==> config.mk <==
export PLATFORM = sky130hd
export DESIGN_NAME = priority_thread_scheduler_flat
export DESIGN_NICKNAME = d
export VERILOG_FILES = /design/src/hdl/pts_pkg.sv /design/src/hdl/pts_if.sv /design/src/hdl/priority_thread_scheduler.sv /design/src/hdl/pts_table.sv /design/src/hdl/pts_picker.sv /design/src/flat_wrapper.sv
export SDC_FILE = /design/constraint.sdc
export NUM_CORES = 1
export LEC_CHECK = 0
export ABC_CLOCK_PERIOD_IN_PS = 5500
export BUFFER_PORTS_ARGS = -buffer_cell sky130_fd_sc_hd__buf_2
export CORE_MARGIN = 2
export CORE_UTILIZATION = 40
export CTS_CLUSTER_DIAMETER = 120
export DETAILED_ROUTE_END_ITERATION = 12
export PLACE_DENSITY = 0.6
export SYNTH_ARGS = -nofsm -noshare
export SYNTH_HDL_FRONTEND = slang
export SYNTH_SLANG_ARGS = --single-unit
==> constraint.sdc <==
create_clock -name clk_i -period 5.5 [get_ports clk_i]
set_input_delay 0.55 -clock clk_i [delete_from_list [all_inputs] [get_ports clk_i]]
set_output_delay 0.55 -clock clk_i [all_outputs]
set_load 0.005 [all_outputs]
==> src/hdl/pts_pkg.sv <==
// Package for the priority thread scheduler: sizes, codes and shared types.
// Used by the thread table, the picker and the top level. No dependencies.
package pts_pkg;

  // Number of scheduled threads; index THREADS is the idle thread.
  localparam int THREADS = 8;
  localparam int TID_W   = (THREADS > 1) ? $clog2(THREADS) : 1;
  localparam int IDX_W   = $clog2(THREADS + 1);
  localparam int CMP_W   = (IDX_W > 3) ? IDX_W : 3;
  localparam int VEC_W   = (THREADS > 8) ? THREADS : 8;
  localparam int CTR_W   = TID_W + 1;

  // Field widths fixed by the interface.
  localparam int ACT_W   = 3;
  localparam int THR_W   = 3;
  localparam int TIME_W  = 32;
  localparam int RUN_W   = 4;
  localparam int MASK_W  = 8;
  localparam int PRIO_W  = 8;
  localparam int CFG_W   = 64;

  typedef enum logic [ACT_W-1:0] {
    ACT_START   = 3'd0,
    ACT_TICK    = 3'd1,
    ACT_SUSPEND = 3'd2,
    ACT_BLOCK   = 3'd3,
    ACT_RESUME  = 3'd4
  } action_e;

  typedef enum logic [1:0] {
    ST_NONE  = 2'd0,
    ST_READY = 2'd1,
    ST_SUSP  = 2'd2,
    ST_BLOCK = 2'd3
  } status_e;

  typedef enum logic {
    REG_THREAD_ENABLE = 1'b0,
    REG_PRIORITIES    = 1'b1
  } reg_e;

  // One entry of the thread table.
  typedef struct packed {
    status_e            status;
    logic [TIME_W-1:0]  wake;
  } entry_t;

  // Write request into the thread table.
  typedef struct packed {
    logic              en;
    logic [TID_W-1:0]  addr;
    entry_t            data;
  } tbl_wr_t;

  // One updated entry handed to the picker.
  typedef struct packed {
    logic               clear;
    logic               valid;
    logic [TID_W-1:0]   idx;
    logic               ready;
    logic [PRIO_W-1:0]  prio;
  } pick_upd_t;

  // Priority of thread i; threads 8 and above have priority zero.
  function automatic logic [PRIO_W-1:0] prio_of(input logic [CFG_W-1:0] p,
                                                input logic [TID_W-1:0] i);
    logic [PRIO_W-1:0] r;
    r = '0;
    for (int k = 0; k < 8; k++) begin
      if (k < THREADS && i == TID_W'(k)) begin
        r = p[PRIO_W*k +: PRIO_W];
      end
    end
    return r;
  endfunction

  // Enable bit of thread i; threads 8 and above are never created.
  function automatic logic enabled_of(input logic [MASK_W-1:0] e,
                                      input logic [TID_W-1:0] i);
    logic r;
    r = 1'b0;
    for (int k = 0; k < 8; k++) begin
      if (k < THREADS && i == TID_W'(k)) begin
        r = e[k];
      end
    end
    return r;
  endfunction

endpackage

==> src/hdl/pts_if.sv <==
// Channel interfaces of the priority thread scheduler: request and result words.
// Depends on nothing; widths match the fields in pts_pkg.
interface pts_in_if;
  logic        valid;
  logic        ready;
  logic [2:0]  action;
  logic [2:0]  thread_index;
  logic [31:0] delay;

  modport source (output valid, output action, output thread_index, output delay,
                  input ready);
  modport sink (input valid, input action, input thread_index, input delay,
                output ready);
endinterface

interface pts_out_if;
  logic        valid;
  logic        ready;
  logic [3:0]  running_thread;
  logic [31:0] tick_count;
  logic [7:0]  ready_mask;

  modport source (output valid, output running_thread, output tick_count,
                  output ready_mask, input ready);
  modport sink (input valid, input running_thread, input tick_count,
                input ready_mask, output ready);
endinterface

==> src/hdl/priority_thread_scheduler.sv <==
// Priority thread scheduler: top level with sequencer, registers and result stage.
// Depends on pts_pkg, pts_if, pts_table and pts_picker.
//
// Usage: each request word on in_i carries an action (start, tick, suspend,
// block, resume), a thread index and a delay. Every request gives exactly one
// result word on out_o: the running thread, the tick counter and the set of
// ready threads that are not running, all as they stand after the action.
// thread_enable and priorities are written through cfg_we_i, cfg_idx_i and
// cfg_wdata_i while no request is in flight.
// Timing: a request sweeps the thread table once, one entry read and one
// written back per cycle. Its result word is registered in S_DONE once the
// sweep is over, and the next request can be accepted only when the sequencer
// is back in S_IDLE, so one request is swept at a time; the single table port
// pair sets this pace.
// The result register lets a new request be accepted while the last result
// still waits; if the receiver stalls, the next request finishes its sweep and
// holds until the result register is free.
// Reset clears the valid bits of the table (all threads not created, wake
// times zero), the tick counter, the registers, and sets the idle thread.
module priority_thread_scheduler (
  input  logic                      clk_i,
  input  logic                      rst_ni,
  pts_in_if.sink                    in_i,
  pts_out_if.source                 out_o,
  input  logic                      cfg_we_i,
  input  logic                      cfg_idx_i,
  input  logic [pts_pkg::CFG_W-1:0] cfg_wdata_i
);
  import pts_pkg::*;

  typedef enum logic [1:0] {
    S_IDLE,
    S_SWEEP,
    S_DONE
  } state_e;

  state_e               state_q;
  logic [CTR_W-1:0]     ctr_q;
  logic                 pend_q;
  logic [TID_W-1:0]     pidx_q;
  action_e              act_q;
  logic [THR_W-1:0]     idx_q;
  logic [TIME_W-1:0]    delay_q;
  logic [TIME_W-1:0]    cnt_q;
  logic [IDX_W-1:0]     run_q;
  logic [MASK_W-1:0]    en_q;
  logic [CFG_W-1:0]     prio_q;
  logic                 ov_q;
  logic [RUN_W-1:0]     o_run_q;
  logic [TIME_W-1:0]    o_cnt_q;
  logic [MASK_W-1:0]    o_mask_q;

  logic                 in_acc;
  logic                 rd_en;
  logic [TID_W-1:0]     rd_addr;
  entry_t               rd_data;
  entry_t               nxt;
  tbl_wr_t              wr;
  pick_upd_t            upd;
  logic [IDX_W-1:0]     sel;
  logic [THREADS-1:0]   rdy;
  logic [VEC_W-1:0]     rdy_ext;
  logic                 delay_nz;
  logic                 do_tick;
  logic                 do_pick;
  logic [IDX_W-1:0]     new_run;
  logic [MASK_W-1:0]    new_mask;
  logic                 out_free;

  assign in_i.ready = (state_q == S_IDLE);
  assign in_acc     = in_i.valid && in_i.ready;
  assign out_free   = !ov_q || out_o.ready;

  assign delay_nz = (delay_q != '0);
  assign do_tick  = (act_q == ACT_TICK) || (act_q == ACT_SUSPEND && delay_nz);
  assign do_pick  = do_tick || (act_q == ACT_START);

  // Table read side of the sweep.
  assign rd_en   = (state_q == S_SWEEP) && (ctr_q < CTR_W'(THREADS));
  assign rd_addr = ctr_q[TID_W-1:0];

  pts_table u_table (
    .clk_i     (clk_i),
    .rst_ni    (rst_ni),
    .wr_i      (wr),
    .rd_en_i   (rd_en),
    .rd_addr_i (rd_addr),
    .rd_data_o (rd_data)
  );

  // Modify the entry read last cycle according to the action.
  always_comb begin
    nxt = rd_data;
    case (act_q)
      ACT_START: begin
        nxt.status = enabled_of(en_q, pidx_q) ? ST_READY : ST_NONE;
        nxt.wake   = '0;
      end
      ACT_TICK: begin
        if (rd_data.status == ST_SUSP && rd_data.wake == cnt_q) begin
          nxt.status = ST_READY;
          nxt.wake   = '0;
        end
      end
      ACT_SUSPEND: begin
        // A freshly suspended thread cannot wake in the same tick.
        if (delay_nz) begin
          if (IDX_W'(pidx_q) == run_q && rd_data.status == ST_READY) begin
            nxt.status = ST_SUSP;
            nxt.wake   = cnt_q + delay_q;
          end else if (rd_data.status == ST_SUSP && rd_data.wake == cnt_q) begin
            nxt.status = ST_READY;
            nxt.wake   = '0;
          end
        end
      end
      ACT_BLOCK: begin
        if (CMP_W'(idx_q) == CMP_W'(pidx_q) && rd_data.status != ST_NONE) begin
          nxt.status = ST_BLOCK;
        end
      end
      ACT_RESUME: begin
        if (CMP_W'(idx_q) == CMP_W'(pidx_q) &&
            (rd_data.status == ST_BLOCK || rd_data.status == ST_SUSP)) begin
          nxt.status = ST_READY;
        end
      end
      default: begin
        nxt = rd_data;
      end
    endcase
  end

  // Write back and hand the new entry to the picker.
  always_comb begin
    wr.en      = pend_q;
    wr.addr    = pidx_q;
    wr.data    = nxt;
    upd.clear  = in_acc;
    upd.valid  = pend_q;
    upd.idx    = pidx_q;
    upd.ready  = (nxt.status == ST_READY);
    upd.prio   = prio_of(prio_q, pidx_q);
  end

  pts_picker u_picker (
    .clk_i   (clk_i),
    .rst_ni  (rst_ni),
    .upd_i   (upd),
    .sel_o   (sel),
    .ready_o (rdy)
  );

  // Result of the finished sweep.
  assign new_run = do_pick ? sel : run_q;
  assign rdy_ext = VEC_W'(rdy);
  always_comb begin
    for (int k = 0; k < MASK_W; k++) begin
      new_mask[k] = rdy_ext[k] && (new_run != IDX_W'(k));
    end
  end

  // Configuration registers.
  always_ff @(posedge clk_i or negedge rst_ni) begin
    if (!rst_ni) begin
      en_q   <= '0;
      prio_q <= '0;
    end else if (cfg_we_i) begin
      unique case (reg_e'(cfg_idx_i))
        REG_THREAD_ENABLE: en_q   <= cfg_wdata_i[MASK_W-1:0];
        REG_PRIORITIES:    prio_q <= cfg_wdata_i;
        default:           en_q   <= en_q;
      endcase
    end
  end

  // Sequencer, scheduler state and result register.
  always_ff @(posedge clk_i or negedge rst_ni) begin
    if (!rst_ni) begin
      state_q  <= S_IDLE;
      ctr_q    <= '0;
      pend_q   <= 1'b0;
      pidx_q   <= '0;
      act_q    <= ACT_START;
      idx_q    <= '0;
      delay_q  <= '0;
      cnt_q    <= '0;
      run_q    <= IDX_W'(THREADS);
      ov_q     <= 1'b0;
      o_run_q  <= '0;
      o_cnt_q  <= '0;
      o_mask_q <= '0;
    end else begin
      // In S_DONE the result register is refilled below instead.
      if (ov_q && out_o.ready && state_q != S_DONE) begin
        ov_q <= 1'b0;
      end
      pend_q <= rd_en;
      pidx_q <= rd_addr;
      unique case (state_q)
        S_IDLE: begin
          if (in_acc) begin
            act_q   <= action_e'(in_i.action);
            idx_q   <= in_i.thread_index;
            delay_q <= in_i.delay;
            ctr_q   <= '0;
            state_q <= S_SWEEP;
          end
        end
        S_SWEEP: begin
          ctr_q <= ctr_q + CTR_W'(1);
          if (ctr_q == CTR_W'(THREADS)) begin
            state_q <= S_DONE;
          end
        end
        S_DONE: begin
          if (out_free) begin
            run_q    <= new_run;
            if (do_tick) begin
              cnt_q   <= cnt_q + TIME_W'(1);
              o_cnt_q <= cnt_q + TIME_W'(1);
            end else begin
              o_cnt_q <= cnt_q;
            end
            o_run_q  <= RUN_W'(new_run);
            o_mask_q <= new_mask;
            ov_q     <= 1'b1;
            state_q  <= S_IDLE;
          end
        end
        default: begin
          state_q <= S_IDLE;
        end
      endcase
    end
  end

  assign out_o.valid          = ov_q;
  assign out_o.running_thread = o_run_q;
  assign out_o.tick_count     = o_cnt_q;
  assign out_o.ready_mask     = o_mask_q;

  // Table writes happen only while sweeping.
  a_wr_in_sweep : assert property (@(posedge clk_i) disable iff (!rst_ni)
    wr.en |-> (state_q == S_SWEEP))
    else $error("table written outside a sweep");

  // The read and the write back of one cycle never touch the same entry.
  a_no_overlap : assert property (@(posedge clk_i) disable iff (!rst_ni)
    (rd_en && wr.en) |-> (rd_addr != wr.addr))
    else $error("table read and write collide");

  // The running index never points past the idle thread.
  a_run_range : assert property (@(posedge clk_i) disable iff (!rst_ni)
    run_q <= IDX_W'(THREADS))
    else $error("running index out of range");

  // A picked thread other than idle is in the ready set.
  a_pick_ready : assert property (@(posedge clk_i) disable iff (!rst_ni)
    (state_q == S_DONE && sel != IDX_W'(THREADS)) |-> rdy[sel[TID_W-1:0]])
    else $error("picked thread is not ready");

  // The tick counter moves only when a sweep completes.
  a_cnt_done : assert property (@(posedge clk_i) disable iff (!rst_ni)
    !$stable(cnt_q) |-> ($past(state_q) == S_DONE))
    else $error("tick counter changed outside completion");

endmodule

==> src/hdl/pts_table.sv <==
// Thread table: synchronous memory of status and wake time per thread.
// Depends on pts_pkg. One write and one read port; read data is registered and comes in the cycle after the read.
module pts_table (
  input  logic                    clk_i,
  input  logic                    rst_ni,
  input  pts_pkg::tbl_wr_t        wr_i,
  input  logic                    rd_en_i,
  input  logic [pts_pkg::TID_W-1:0] rd_addr_i,
  output pts_pkg::entry_t         rd_data_o
);
  import pts_pkg::*;

  entry_t               mem_q [THREADS];
  logic [THREADS-1:0]   vld_q;
  entry_t               rd_data_q;
  logic                 rd_vld_q;

  // Storage array, no reset; entries are written before they mean anything.
  always_ff @(posedge clk_i) begin
    if (wr_i.en) begin
      mem_q[wr_i.addr] <= wr_i.data;
    end
    if (rd_en_i) begin
      rd_data_q <= mem_q[rd_addr_i];
    end
  end

  // Valid bits make an unwritten entry read as not created with wake time zero.
  always_ff @(posedge clk_i or negedge rst_ni) begin
    if (!rst_ni) begin
      vld_q    <= '0;
      rd_vld_q <= 1'b0;
    end else begin
      if (wr_i.en) begin
        vld_q[wr_i.addr] <= 1'b1;
      end
      if (rd_en_i) begin
        rd_vld_q <= vld_q[rd_addr_i];
      end
    end
  end

  assign rd_data_o = rd_vld_q ? rd_data_q : '0;

endmodule

==> src/hdl/pts_picker.sv <==
// Picker: walks the updated entries and keeps the best ready thread and ready set.
// Depends on pts_pkg. Entries arrive one per cycle in ascending index order.
module pts_picker (
  input  logic                      clk_i,
  input  logic                      rst_ni,
  input  pts_pkg::pick_upd_t        upd_i,
  output logic [pts_pkg::IDX_W-1:0] sel_o,
  output logic [pts_pkg::THREADS-1:0] ready_o
);
  import pts_pkg::*;

  logic [PRIO_W-1:0]   best_q;
  logic [IDX_W-1:0]    sel_q;
  logic [THREADS-1:0]  rdy_q;

  // Strictly greater keeps the lower index on a tie.
  always_ff @(posedge clk_i or negedge rst_ni) begin
    if (!rst_ni) begin
      best_q <= '0;
      sel_q  <= IDX_W'(THREADS);
      rdy_q  <= '0;
    end else if (upd_i.clear) begin
      best_q <= '0;
      sel_q  <= IDX_W'(THREADS);
      rdy_q  <= '0;
    end else if (upd_i.valid) begin
      rdy_q[upd_i.idx] <= upd_i.ready;
      if (upd_i.ready && upd_i.prio > best_q) begin
        best_q <= upd_i.prio;
        sel_q  <= IDX_W'(upd_i.idx);
      end
    end
  end

  assign sel_o   = sel_q;
  assign ready_o = rdy_q;

endmodule

==> src/flat_wrapper.sv <==
// flat-port wrapper written by rule: the top's interface ports become plain ports
module priority_thread_scheduler_flat import pts_pkg::*;
  (clk_i, rst_ni, cfg_we_i, cfg_idx_i, cfg_wdata_i, in_i_valid, in_i_action, in_i_thread_index, in_i_delay, in_i_ready, out_o_valid, out_o_running_thread, out_o_tick_count, out_o_ready_mask, out_o_ready);
  pts_in_if in_i_i ();
  pts_out_if out_o_i ();
  input  logic clk_i;
  input  logic rst_ni;
  input  logic cfg_we_i;
  input  logic cfg_idx_i;
  input  logic [pts_pkg::CFG_W-1:0] cfg_wdata_i;
  input wire logic [$bits(in_i_i.valid)-1:0] in_i_valid;
  input wire logic [$bits(in_i_i.action)-1:0] in_i_action;
  input wire logic [$bits(in_i_i.thread_index)-1:0] in_i_thread_index;
  input wire logic [$bits(in_i_i.delay)-1:0] in_i_delay;
  output wire logic [$bits(in_i_i.ready)-1:0] in_i_ready;
  output wire logic [$bits(out_o_i.valid)-1:0] out_o_valid;
  output wire logic [$bits(out_o_i.running_thread)-1:0] out_o_running_thread;
  output wire logic [$bits(out_o_i.tick_count)-1:0] out_o_tick_count;
  output wire logic [$bits(out_o_i.ready_mask)-1:0] out_o_ready_mask;
  input wire logic [$bits(out_o_i.ready)-1:0] out_o_ready;
  assign in_i_i.valid = in_i_valid;
  assign in_i_i.action = in_i_action;
  assign in_i_i.thread_index = in_i_thread_index;
  assign in_i_i.delay = in_i_delay;
  assign in_i_ready = in_i_i.ready;
  assign out_o_valid = out_o_i.valid;
  assign out_o_running_thread = out_o_i.running_thread;
  assign out_o_tick_count = out_o_i.tick_count;
  assign out_o_ready_mask = out_o_i.ready_mask;
  assign out_o_i.ready = out_o_ready;
  priority_thread_scheduler u_core (.clk_i(clk_i), .rst_ni(rst_ni), .in_i(in_i_i), .out_o(out_o_i), .cfg_we_i(cfg_we_i), .cfg_idx_i(cfg_idx_i), .cfg_wdata_i(cfg_wdata_i));
endmodule
==> flow_summary.yaml <==
synth:
  synth-edff-count: 306
  synth_cell_types: 75
  synth_top_family_by_area: "multiplexers"
  synthMuxAreaShare: 0.153
  synth_fa_ha_area_frac: 0.0234
  syn-cell-area_um2: 22800
  synth_ff_type: "edfxtp_1"
  synth.avg_cell_area_um2: 14.0
  yosys-top-cells-area: "edfxtp_1 (40%), dfrtp_1 (21%), mux4_2 (8.7%), mux2_2 (5.7%), nand2_1 (3.8%)"
  yosys.area_share.xor_xnor: 0.0261
  yosysSeqAreaShare: 0.616
  synth-async-reset-ratio: 0.389
  synth_top_area_share: 0.403
  ys_ff_latch: 501
  synthSimpleGateAreaFrac: 0.0896
  syn_nets: 1776
  yosys_warnings: 0
  synth_compound_area_frac: 0.0703
  synthCells: 1626
  yosys.area.top_type: "edfxtp_1"
cts:
  cts_resized: 0
  ctsHoldBuffers: 0
  cts_buffers: 53
  insertion_delay_ns: 0.62
  htreeDepth: 2
  cts_buffer_depth: 3
  postCtsSetupBuffers: 0
  cts.sinks: 501
  cts_tree: "built"
  root_buffer: "clkbuf_16"
  clk_pin_slew_ns: 0.06
worst_setup_path:
  worst-path-buf-inv: 1
  worst_path_largest_cell_delay_ns: 1.01
  critPathLaunchType: "flop"
  slowest_stage: "dfrtp_1"
  crit_path_max_fanout: 33
  crit_arrival_ns: 4.74
  cp-end-kind: "flop"
  path_class: "flop to flop"
  required_ns: 6.04
  crit_family: "simple AND/OR/NAND/NOR gates"
  crit_path_frequent_cell: "nand4_1"
  worstPathCellList: "buf_4, nand2_2, a2111oi_2, nand4_1, nor4_4, nand4_1, a32oi_2, and4_1, nor2_1, a211oi_2"
floorplanning:
  dieHeight_um: 243
  ioPinCount: 154
  coreArea_um2: 56400
  die_x_um: 243
  row_count: 87
  dieArea_um2: 59000
  initial_core_util: 0.405
sta:
  setup_tns_ns: 0
  fin_crit_sh: 0.763
  hold_viol_final: 0
  fmax_ghz: 0.238
  fin_skew_ns: 0.0371
  min_period_ns: 4.20
  max-slew-margin-rel: 0.127
  setup_violations: 0
  rsz0062_at_grt: "false"
  slew_violations: 0
  worst_pin_slew_ns: 1.29
route:
  highest-signal-layer: "met4"
  wl_per_cell_um: 23.1
  met2_length_um: 29200
  wl_met3_um: 2980
  drc: 0
  drtAntennaViolNets: 0
  viasPerCell: 5.59
  vias: 14500
  wl_met1_um: 26100
  drt_iter0_drc: 1149
  postRouteWirelength_um: 59700
  drtPass1Iterations: 6
outcome:
  outcome: "finished clean"
grt:
  grt_max_degree: 114
  grt_overflow_total: 0
  grt_use_total: 0.202
  grt_pass1_vias: 14400
  grt_pass1_wl_um: 90200
  antenna_found_initial: 0
finish:
  final_area_um2: 26200
  drive_above_1_share: 0.274
  fin_nets: 1933
  synthToLayoutAreaGrowth_pct: 15.0
  antenna_cells: 0
  nFillCells: 5048
pwr:
  ir_drop_mv: 0.333
  leakagePower_nw: 10.3
  p_per_area_nw_per_um2: 565
  power_mw: 14.8
min_path:
  hold_path.class: "input port to asynchronous set/reset pin"
placement:
  post_dp_cell_area_um2: 24500
  io_buffers: 153
  hpwlAfterDp_um: 40700
  gp_congestion: 0.942
job:
  maxCapViolations: 0
logic make-up (layout without fill, tap and decap cells):
group                    after synthesis  after routing
XOR/XNOR                              68             68
AO/OA/AOI/OAI                        241            241
adder cells (fa/ha/maj)               42             42
flip-flops                           501            501
multiplexers                         225            225
buffers and inverters                113            315
AND/OR/NAND/NOR                      436            436
report_power, final:
| group | switching, mW | internal, mW | total (mW) |
|---|---|---|---|
| Clock | 1.49 | 2.12 | 3.61 |
| Combinational | 2.61 | 1.99 | 4.60 |
| Sequential | 0.948 | 5.67 | 6.62 |
layout make-up:
| cell class | count | area [µm²] | area share |
|---|---|---|---|
| well taps | 756 | 946 | 0.0360 |
| clock buffers | 78 | 1530 | 0.0581 |
| multi-input cells | 1012 | 8330 | 0.318 |
| inverters | 36 | 135 | 0.00515 |
| flip-flops and latches | 501 | 14100 | 0.536 |
| repair buffers | 179 | 970 | 0.0369 |
| clock inverters | 22 | 262 | 0.00996 |
flip-flops by register name, summed over array words and instances (netlist names):
register,cells
u_core.act_q,3
u_core.cnt_q,32
u_core.ctr_q,4
u_core.delay_q,32
u_core.en_q,8
u_core.idx_q,3
u_core.out_o.ready_mask,8
u_core.out_o.running_thread,1
u_core.out_o.valid,1
u_core.pend_q,1
u_core.pidx_q,3
u_core.prio_q,64
u_core.run_q,4
u_core.state_q,2
u_core.u_picker.best_q,8
u_core.u_picker.ready_o,8
u_core.u_picker.sel_o,4
u_core.u_table.mem_q,272
u_core.u_table.rd_data_q,34
u_core.u_table.rd_vld_q,1
u_core.u_table.vld_q,8
cell usage after synthesis (all sizes together) (5+ instances only):
cell and instances:
a211oi 9, a21boi 6, a21o 18, a21oi 45, a22o 14, a22oi 12
a31oi 10, and2 9, and3 9, buf 27, clkbuf 50, dfrtp 193
edfxtp 306, ha 41, inv 36, mux2 115, mux2i 22, mux4 88
nand2 230, nand2b 16, nand3 24, nand3b 9, nand4 18, nor2 62
nor2b 8, nor3 11, nor3b 5, nor4 12, o21a 9, o21ai 61
o22ai 15, o31ai 5, or2 9, xnor2 43, xor2 25
metal layers:
layer	global-route usage	up-vias
li1	-	6461
met1	0.282	7470
met2	0.333	430
met3	0.0271	92
met4	0.0554	0
met5	0	-
worst paths after layout:
kind / from / cells past startpoint / slack [ns] / endpoint
max: u_core.u_table.rd_vld_q / 10 / 1.30 / u_core.u_picker.best_q[0]
max in group asynchronous: rst_ni / 2 / 4.12 / u_core.ctr_q[0]
min: rst_ni / 1 / 0.09 / u_core.out_o.ready_mask[2]
min in group clk_i: in_i_delay[31] / 3 / 0.13 / u_core.delay_q[31]
min reg2reg: u_core.u_table.vld_q[3] / 1 / 0.47 / u_core.u_table.vld_q[3]
max reg2reg: u_core.u_table.rd_vld_q / 10 / 1.30 / u_core.u_picker.best_q[0]
placed cells by master (no fill, tap or decap), drive strengths merged, types with 10 or more instances in the layout:
cell type    n
nand2b      16
a22o        14
xor2        25
nand4       18
mux2       115
o21ai       61
nand3       24
a21oi       45
nor2        62
ha          41
a22oi       12
dfrtp      193
a31oi       10
o22ai       15
a21o        18
xnor2       43
buf        178
nand2      230
mux2i       22
nor3        11
edfxtp     306
nor4        12
mux4        88
inv         35
clkbuf      79
clkinv      19
per-stage QoR:
step           instances  utilization  setup WS (ns)  hold slack [ns]
6_report            2584        0.466           1.30           0.0851
5_1_grt             2584        0.466          0.993            0.139
4_1_cts             2584        0.466           1.34           0.0937
3_5_place_dp        2484        0.434           1.31            0.454
3_3_place_gp        2484        0.434           1.45            0.446
2_1_floorplan       1626            -           1.15            0.254
Note: power is estimated with default switching activity, not from simulation.
